<file path="config.mk">
export PLATFORM = sky130hd
export DESIGN_NAME = event_time_safety_counter_core
export DESIGN_NICKNAME = d
export VERILOG_FILES = /design/src/sv/etsc_pkg.sv /design/src/sv/etsc_store.sv /design/src/sv/event_time_safety_counter_core.sv
export VERILOG_INCLUDE_DIRS = /design/src /design/src/sv
export SDC_FILE = /design/constraint.sdc
export NUM_CORES = 2
export LEC_CHECK = 0
export BUFFER_PORTS_ARGS = -buffer_cell sky130_fd_sc_hd__buf_4
export CORE_ASPECT_RATIO = 0.6
export CORE_UTILIZATION = 42
export DETAILED_ROUTE_END_ITERATION = 8
export SLEW_MARGIN = 20
export SYNTH_ARGS = -nofsm -noshare
export SYNTH_HDL_FRONTEND = slang
export SYNTH_HIERARCHICAL = 1
export SYNTH_SLANG_ARGS = --single-unit
</file>
<file path="constraint.sdc">
create_clock -name clock -period 11.8 [get_ports clock]
set_input_delay 3.54 -clock clock [delete_from_list [all_inputs] [get_ports clock]]
set_output_delay 3.54 -clock clock [all_outputs]
set_load 0.02 [all_outputs]
</file>
<file path="src/sv/assert_macros.svh">
// Assertion macros shared by the event-time safety counter RTL.
// Included by modules that carry concurrent checks; no other dependencies.
`ifndef ASSERT_MACROS_SVH
`define ASSERT_MACROS_SVH

// Implication checked at every rising clock edge outside reset.
`define ASSERT_IMPL(label, clk, rst, ante, cons, msg) \
   label: assert property (@(posedge clk) disable iff (rst) (ante) |-> (cons)) else $error(msg);

// Implication whose consequent is checked on the next clock edge.
`define ASSERT_NEXT(label, clk, rst, ante, cons, msg) \
   label: assert property (@(posedge clk) disable iff (rst) (ante) |=> (cons)) else $error(msg);

`endif

</file>
<file path="src/sv/etsc_pkg.sv">
// Types and constants for the event-time safety counter.
// No dependencies; used by etsc_store and event_time_safety_counter_core.
package etsc_pkg;

   localparam int TIME_W   = 64;
   localparam int REGION_W = 16;
   localparam int CORE_W   = 4;
   localparam int COUNT_W  = 5;
   localparam int LA_W     = 32;
   localparam int MODE_W   = 2;

   localparam logic [TIME_W-1:0]   INFTY      = {TIME_W{1'b1}};
   localparam logic [COUNT_W-1:0]  COUNT_MAX  = {COUNT_W{1'b1}};
   localparam logic [REGION_W-1:0] REGION_RST = '0;

   // action codes
   localparam logic ACT_RECORD = 1'b0;
   localparam logic ACT_CHECK  = 1'b1;

   // check modes; the unused code behaves as MODE_REGION
   localparam logic [MODE_W-1:0] MODE_PLAIN     = 2'd0;
   localparam logic [MODE_W-1:0] MODE_LOOKAHEAD = 2'd1;
   localparam logic [MODE_W-1:0] MODE_REGION    = 2'd2;

   // register select, paddr bit 2
   localparam logic REG_LOOKAHEAD  = 1'b0;
   localparam logic REG_CHECK_MODE = 1'b1;

   typedef struct packed {
      logic [TIME_W-1:0]   evt_time;
      logic [REGION_W-1:0] region;
   } entry_type;

   typedef struct packed {
      logic      en;
      entry_type data;
   } wr_req_type;

endpackage

</file>
<file path="src/sv/etsc_store.sv">
// Per-core timestamp/region store: one write port, one registered read port.
// Per-entry valid bits stand in for the reset contents. Uses etsc_pkg.
module etsc_store #(
   parameter int NUM_CORES = 16,
   localparam int IDX_W = $clog2(NUM_CORES)
) (
   input  logic                  clock,
   input  logic                  reset,
   input  etsc_pkg::wr_req_type  wr,
   input  logic [IDX_W-1:0]      wr_addr,
   input  logic                  rd_en,
   input  logic [IDX_W-1:0]      rd_addr,
   output etsc_pkg::entry_type   rd_data
);

   etsc_pkg::entry_type store_ff [NUM_CORES];
   logic [NUM_CORES-1:0] valid_ff;
   etsc_pkg::entry_type  rd_raw_ff;
   logic                 rd_valid_ff;

   always_ff @(posedge clock) begin
      if (wr.en) begin
         store_ff[wr_addr] <= wr.data;
      end
      if (rd_en) begin
         rd_raw_ff <= store_ff[rd_addr];
      end
   end

   always_ff @(posedge clock) begin
      if (reset) begin
         valid_ff    <= '0;
         rd_valid_ff <= 1'b0;
      end else begin
         if (wr.en) begin
            valid_ff[wr_addr] <= 1'b1;
         end
         if (rd_en) begin
            rd_valid_ff <= valid_ff[rd_addr];
         end
      end
   end

   // never-written entries read as infinity / region zero
   always_comb begin
      if (rd_valid_ff) begin
         rd_data = rd_raw_ff;
      end else begin
         rd_data.evt_time = etsc_pkg::INFTY;
         rd_data.region   = etsc_pkg::REGION_RST;
      end
   end

endmodule

</file>
<file path="src/sv/event_time_safety_counter_core.sv">
// Event-time safety counter. A record transaction (tuser 0) stores a core's
// timestamp and region and returns a zero count in the next cycle. A check
// transaction (tuser 1) scans every core entry through the single read port
// of the store, one entry per cycle, then two compare stages; the next
// transaction is taken the cycle the result register frees up. Records run
// at one per cycle while the response side keeps accepting.
// Depends on etsc_pkg, etsc_store and assert_macros.svh.
`include "assert_macros.svh"

module event_time_safety_counter_core #(
   parameter int NUM_CORES = 16
) (
   input  logic        clock,
   input  logic        reset,
   // request: tdata = core_id[3:0], event_time[67:4], region[83:68], zero fill
   input  logic        req_tvalid,
   output logic        req_tready,
   input  logic [87:0] req_tdata,
   input  logic        req_tuser,   // action
   // response: tdata = blocking_count[4:0], zero fill
   output logic        rsp_tvalid,
   input  logic        rsp_tready,
   output logic [7:0]  rsp_tdata,
   // configuration
   input  logic        csr_psel,
   input  logic        csr_penable,
   input  logic        csr_pwrite,
   input  logic [2:0]  csr_paddr,
   input  logic [31:0] csr_pwdata,
   output logic [31:0] csr_prdata,
   output logic        csr_pready
);

   localparam int IDX_W = $clog2(NUM_CORES);
   localparam int CMP_W = IDX_W + etsc_pkg::CORE_W;
   localparam logic [IDX_W-1:0] LAST_IDX = IDX_W'(NUM_CORES - 1);

   localparam logic [1:0] S_IDLE  = 2'd0;
   localparam logic [1:0] S_SCAN  = 2'd1;
   localparam logic [1:0] S_DRAIN = 2'd2;

   // request fields
   logic                                req_action;
   logic [etsc_pkg::CORE_W-1:0]         req_core_id;
   logic [etsc_pkg::TIME_W-1:0]         req_event_time;
   logic [etsc_pkg::REGION_W-1:0]       req_region;
   assign req_action     = req_tuser;
   assign req_core_id    = req_tdata[3:0];
   assign req_event_time = req_tdata[67:4];
   assign req_region     = req_tdata[83:68];

   // configuration
   logic [etsc_pkg::LA_W-1:0]   lookahead_ff;
   logic [etsc_pkg::MODE_W-1:0] mode_ff;
   logic                        csr_wr;
   assign csr_pready = 1'b1;
   assign csr_wr     = csr_psel && csr_penable && csr_pwrite && csr_pready;
   assign csr_prdata = (csr_paddr[2] == etsc_pkg::REG_CHECK_MODE) ?
                       32'(mode_ff) : lookahead_ff;

   always_ff @(posedge clock) begin
      if (reset) begin
         lookahead_ff <= '0;
         mode_ff      <= etsc_pkg::MODE_REGION;
      end else if (csr_wr) begin
         if (csr_paddr[2] == etsc_pkg::REG_LOOKAHEAD) begin
            lookahead_ff <= csr_pwdata;
         end else begin
            mode_ff <= csr_pwdata[etsc_pkg::MODE_W-1:0];
         end
      end
   end

   // control and pipeline registers
   logic [1:0]                    state_ff, state_in;
   logic [IDX_W-1:0]              addr_ff, addr_in;
   logic                          rd_vld_ff, rd_vld_in;
   logic                          rd_last_ff, rd_last_in;
   logic [IDX_W-1:0]              rd_idx_ff, rd_idx_in;
   logic                          s2_vld_ff, s2_vld_in;
   logic                          s2_last_ff, s2_last_in;
   logic                          s2_self_ff, s2_self_in;
   logic                          s2_me_gt_ff, s2_me_gt_in;
   logic                          s2_reg_eq_ff, s2_reg_eq_in;
   logic [etsc_pkg::TIME_W-1:0]   s2_ti_ff, s2_ti_in;
   logic [etsc_pkg::TIME_W-1:0]   s2_tl_ff, s2_tl_in;
   logic [etsc_pkg::COUNT_W-1:0]  count_ff, count_in;
   logic                          rsp_vld_ff, rsp_vld_in;
   logic [etsc_pkg::COUNT_W-1:0]  rsp_count_ff, rsp_count_in;
   logic [etsc_pkg::CORE_W-1:0]   me_ff, me_in;
   logic [etsc_pkg::TIME_W-1:0]   t_ff, t_in;
   logic [etsc_pkg::REGION_W-1:0] reg_ff, reg_in;

   logic                          req_acc;
   logic                          scan_last;
   etsc_pkg::wr_req_type          wr;
   etsc_pkg::entry_type           rd_data;
   logic [etsc_pkg::TIME_W:0]     la_sum;
   logic                          plain_hit, la_hit, hit;
   logic [etsc_pkg::COUNT_W-1:0]  count_next;

   assign req_tready = (state_ff == S_IDLE) && (!rsp_vld_ff || rsp_tready);
   assign req_acc    = req_tvalid && req_tready;
   assign scan_last  = (addr_ff == LAST_IDX);

   assign wr.en            = req_acc && (req_action == etsc_pkg::ACT_RECORD) &&
                             (CMP_W'(req_core_id) < CMP_W'(NUM_CORES));
   assign wr.data.evt_time = req_event_time;
   assign wr.data.region   = req_region;

   etsc_store #(
      .NUM_CORES (NUM_CORES)
   ) u_store (
      .clock   (clock),
      .reset   (reset),
      .wr      (wr),
      .wr_addr (IDX_W'(req_core_id)),
      .rd_en   (state_ff == S_SCAN),
      .rd_addr (addr_ff),
      .rd_data (rd_data)
   );

   // stage 2 arithmetic: saturating lookahead add
   assign la_sum = {1'b0, rd_data.evt_time} +
                   (etsc_pkg::TIME_W + 1)'(lookahead_ff);

   // stage 3: blocking tests and count
   assign plain_hit = (t_ff > s2_ti_ff) || ((t_ff == s2_ti_ff) && s2_me_gt_ff);
   assign la_hit    = (t_ff > s2_tl_ff) || ((t_ff == s2_tl_ff) && s2_me_gt_ff);

   always_comb begin
      case (mode_ff)
         etsc_pkg::MODE_PLAIN:     hit = plain_hit;
         etsc_pkg::MODE_LOOKAHEAD: hit = la_hit;
         default:                  hit = la_hit || (s2_reg_eq_ff && plain_hit);
      endcase
   end

   assign count_next = (hit && !s2_self_ff && (count_ff != etsc_pkg::COUNT_MAX)) ?
                       count_ff + 1'b1 : count_ff;

   always_comb begin
      state_in     = state_ff;
      addr_in      = addr_ff;
      me_in        = me_ff;
      t_in         = t_ff;
      reg_in       = reg_ff;
      count_in     = count_ff;
      rsp_vld_in   = rsp_vld_ff && !rsp_tready;
      rsp_count_in = rsp_count_ff;

      rd_vld_in    = (state_ff == S_SCAN);
      rd_last_in   = scan_last;
      rd_idx_in    = addr_ff;

      s2_vld_in    = rd_vld_ff;
      s2_last_in   = rd_last_ff;
      s2_self_in   = (CMP_W'(rd_idx_ff) == CMP_W'(me_ff));
      s2_me_gt_in  = (CMP_W'(me_ff) > CMP_W'(rd_idx_ff));
      s2_reg_eq_in = (rd_data.region == reg_ff);
      s2_ti_in     = rd_data.evt_time;
      s2_tl_in     = la_sum[etsc_pkg::TIME_W] ? etsc_pkg::INFTY :
                     la_sum[etsc_pkg::TIME_W-1:0];

      unique case (state_ff)
         S_IDLE: begin
            if (req_acc) begin
               if (req_action == etsc_pkg::ACT_CHECK) begin
                  state_in = S_SCAN;
                  addr_in  = '0;
                  count_in = '0;
                  me_in    = req_core_id;
                  t_in     = req_event_time;
                  reg_in   = req_region;
               end else begin
                  rsp_vld_in   = 1'b1;
                  rsp_count_in = '0;
               end
            end
         end
         S_SCAN: begin
            addr_in = addr_ff + 1'b1;
            if (scan_last) begin
               state_in = S_DRAIN;
            end
         end
         S_DRAIN: begin
         end
         default: begin
            state_in = S_IDLE;
         end
      endcase

      if (s2_vld_ff) begin
         count_in = count_next;
         if (s2_last_ff) begin
            rsp_vld_in   = 1'b1;
            rsp_count_in = count_next;
            state_in     = S_IDLE;
         end
      end
   end

   always_ff @(posedge clock) begin
      if (reset) begin
         state_ff   <= S_IDLE;
         rd_vld_ff  <= 1'b0;
         s2_vld_ff  <= 1'b0;
         rsp_vld_ff <= 1'b0;
      end else begin
         state_ff   <= state_in;
         rd_vld_ff  <= rd_vld_in;
         s2_vld_ff  <= s2_vld_in;
         rsp_vld_ff <= rsp_vld_in;
      end
   end

   always_ff @(posedge clock) begin
      addr_ff      <= addr_in;
      me_ff        <= me_in;
      t_ff         <= t_in;
      reg_ff       <= reg_in;
      count_ff     <= count_in;
      rsp_count_ff <= rsp_count_in;
      rd_last_ff   <= rd_last_in;
      rd_idx_ff    <= rd_idx_in;
      s2_last_ff   <= s2_last_in;
      s2_self_ff   <= s2_self_in;
      s2_me_gt_ff  <= s2_me_gt_in;
      s2_reg_eq_ff <= s2_reg_eq_in;
      s2_ti_ff     <= s2_ti_in;
      s2_tl_ff     <= s2_tl_in;
   end

   assign rsp_tvalid = rsp_vld_ff;
   assign rsp_tdata  = 8'(rsp_count_ff);

   // scan result must never land on an occupied response register
   `ASSERT_IMPL(a_drain_free, clock, reset, s2_vld_ff && s2_last_ff, !rsp_vld_ff, "scan result overwrites pending response")
   // compare pipeline only carries entries while a check is in flight
   `ASSERT_IMPL(a_pipe_busy, clock, reset, s2_vld_ff || rd_vld_ff, state_ff != S_IDLE, "pipeline active while idle")
   // an accepted check starts the scan at entry zero
   `ASSERT_NEXT(a_check_start, clock, reset, req_acc && (req_action == etsc_pkg::ACT_CHECK), (state_ff == S_SCAN) && (addr_ff == '0), "check did not start scan")
   // a record answers on the next cycle
   `ASSERT_NEXT(a_record_rsp, clock, reset, req_acc && (req_action == etsc_pkg::ACT_RECORD), rsp_vld_ff && (rsp_count_ff == '0), "record response missing")

endmodule

</file>
==> flow_summary.json <==
{
  "vias": 32800,
  "rsz0062_at_grt": "false",
  "insertion_delay_ns": 0.79,
  "vdd_ir_drop_max_v": 0.000110,
  "crit_fanout": 36,
  "post-cts-setup-buffer-count": 0,
  "r2r_setup_slack_ns": 6.59,
  "ff2ff_path_depth": 13,
  "track_usage": 0.204,
  "fin_nets": 3981,
  "gp_congestion": 0.858,
  "ys_warn_count": 6,
  "ys_ff_latch": 1651,
  "syn_area_per_cell_um2": 19.0,
  "hold_path_end": "s2_last_ff",
  "clk_pin_slew_worst_paths_ns": 0.07,
  "post-route-min-period_ns": 7.95,
  "cts-hold-fix-buffers": 0,
  "ff_latch_area_mm2": 0.0476,
  "outcome": "finished, final reports clean",
  "setup_viol": 0,
  "yosysSeqAreaShare": 0.727,
  "ant_nets": 0,
  "antenna_found_initial": 14,
  "path_class": "in -> out",
  "hold_start": "rd_last_ff",
  "clock.fmax_ghz": 0.126,
  "r2r-start": "u_store/rd_valid_ff",
  "maxSlewHeadroom": 0.260,
  "cts.htree.levels": 4,
  "wl_per_cell_um": 27.1,
  "critPathSlowestCell": "mux2_2",
  "final_cell_mix": "edfxtp_1, mux4_2, buf_4, dfxtp_1, ha_1",
  "synth_edf_count": 1453,
  "layout.cells.most_common": "edfxtp_1",
  "synth.cell_area_mm2": 0.0655,
  "grt_pass1_wl_mm": 232,
  "hold_path_class": "reg -> reg",
  "finalMaxSlewViolations": 0,
  "maxCapViolCount": 0,
  "dp_cells": 5563,
  "synthCells": 3444,
  "synth_top_area_frac": 0.666,
  "hold_violations": 0,
  "die-width_um": 512,
  "cp-start-kind": "input port",
  "reg2reg_to": "s2_tl_ff[45]",
  "yosysUniqueCellTypes": 70,
  "yosys.area.top_type": "edfxtp_1",
  "grt_pass1_vias": 32700,
  "power.density_mw_per_mm2": 173,
  "syn_to_final_growth_pct": 13.2,
  "required_ns": 8.26,
  "p_leak_uw": 0.0254,
  "synth_area_leaders": "edfxtp_1, mux4_2, dfxtp_1, ha_1, a21oi_1",
  "drt-initial-drc-count": 3507,
  "final_cell_count_no_fill": 5846,
  "min_period_over_period": 0.674,
  "slowest_delay_ns": 0.39,
  "whs_path_depth": 0,
  "clock-sinks": 1651,
  "worstSetupEndpointType": "output pin",
  "firstDrtPassIters": 7,
  "root_buffer": "clkbuf_16",
  "ios": 174,
  "drt-total-wl_mm": 159,
  "nFillCells": 12600,
  "cts_resized": 0,
  "drive_gt1_frac": 0.231,
  "cts_tree": "done",
  "fin_setup_tns_ns": 0,
  "clock_path_buffers": 3,
  "drc": 0,
  "fin_skew_ns": 0.0405,
  "via_per_inst": 5.61,
  "fin_hold_ws_ns": 0.331,
  "worstMarginPinSlew_ns": 1.11,
  "post-dp-hpwl_mm": 91.8,
  "die-area_mm2": 0.158,
  "num_rows": 111,
  "cp.arrival_ns": 4.41,
  "port_buffers": 163,
  "die_h_um": 308,
  "synth_ff_type": "edfxtp_1",
  "grt_max_degree": 136,
  "start_util": 0.426,
  "async_flop_share": 0,
  "core_mm2": 0.154,
  "path_cells": "buf_4, mux2_2, buf_4",
  "numCtsBuffers": 151,
  "grt_remaining_overflow": 0,
  "path_common_cell": "buf_4",
  "multi_input_area_mm2": 0.0167
}
[cell usage after synthesis (5+ instances only)]
library cell,count
buf_6,15
o21ai_1,7
and3_1,17
mux2i_1,7
o21a_1,12
buf_4,25
nand3b_1,5
nand2_1,159
a21o_1,21
nand3_1,43
nand4_1,42
nor4_1,6
mux2_2,6
ha_1,167
and4_1,13
nor2b_1,46
o31a_1,5
xnor2_1,40
nor3_1,26
xor2_1,12
and2_1,22
a21oi_1,122
buf_2,17
a221o_1,5
a211oi_1,11
o211ai_1,10
nor2_1,110
inv_1,152
mux4_2,402
mux2_1,6
clkbuf_1,69
nand2b_1,77
edfxtp_1,1453
buf_1,8
a31oi_1,8
o21bai_1,5
dfxtp_1,198
o2bb2ai_1,5
o21ai_0,40
[metal layers]
| layer | GRT usage | wire length, µm | vias to the layer above |
|---|---|---|---|
| li1 | - | - | 14200 |
| met1 | 0.318 | 75100 | 17200 |
| met2 | 0.287 | 67000 | 1175 |
| met3 | 0.0471 | 13700 | 194 |
| met4 | 0.0476 | 2630 | 16 |
| met5 | 0 | 105 | - |
[kinds of logic after synthesis]
logic type,after synthesis,synth area share
flip-flops,1651,0.727
AND/OR/NAND/NOR,580,0.0450
multiplexers,421,0.141
buffers and inverters,286,0.0199
AO/OA/AOI/OAI,284,0.0275
adder cells (fa/ha/maj),168,0.0322
XOR/XNOR,52,0.00696
other,2,0.000115
[critical path: cells and delay by family]
kind,cells,cell delay (ns)
buffers and inverters,2,0.47
muxes,1,0.39
[sequential cells by signal, summed over array words and instances (netlist names), 4 cells and up]
register	count
reg_ff	16
t_ff	64
addr_ff	4
u_store/rd_raw_ff	80
rsp_count_ff	5
rd_idx_ff	4
me_ff	4
u_store/store_ff	1280
count_ff	5
lookahead_ff	32
s2_ti_ff	64
u_store/valid_ff	16
s2_tl_ff	64
[power by group]
part | internal, µW | switching [µW] | total (µW)
clock network | 2750 | 2180 | 4930
registers | 6530 | 64.2 | 6590
logic | 532 | 735 | 1270
total | 9800 | 2980 | 12800
[worst max-delay path by stage]
stage	start	endpoint	slack (ns)	cells past startpoint
2_1_floorplan	rsp_tready	u_store/store_ff[0][0]	0.52	7
3_3_place_gp	csr_paddr[2]	csr_prdata[0]	3.91	3
3_5_place_dp	csr_paddr[2]	csr_prdata[0]	3.85	3
4_1_cts	csr_paddr[2]	csr_prdata[0]	3.85	3
5_1_grt	csr_paddr[2]	csr_prdata[0]	3.80	3
6_report	csr_paddr[2]	csr_prdata[0]	3.85	3
[cell type report]
type | instances | area share
Antenna cell | 3 | 0.000101
Inverter | 152 | 0.00777
Timing Repair Buffer | 217 | 0.0230
Tap cell | 2034 | 0.0343
Clock inverter | 82 | 0.0119
Clock buffer | 198 | 0.0550
Sequential cell | 1651 | 0.642
Multi-Input combinational cell | 1509 | 0.225
[per-stage QoR]
stage                     setup slack [ns]  utilization  total power, µW  cell area (µm²)
after floorplan                      0.519            -             7550            65500
after global placement                3.91        0.450             7970            69100
after detailed placement              3.85        0.450             7980            69100
after CTS                             3.85        0.482            12900            74100
after global routing                  3.80        0.482            13300            74100
final                                 3.85        0.482            12800            74100
(Power assumes the default switching activity.)
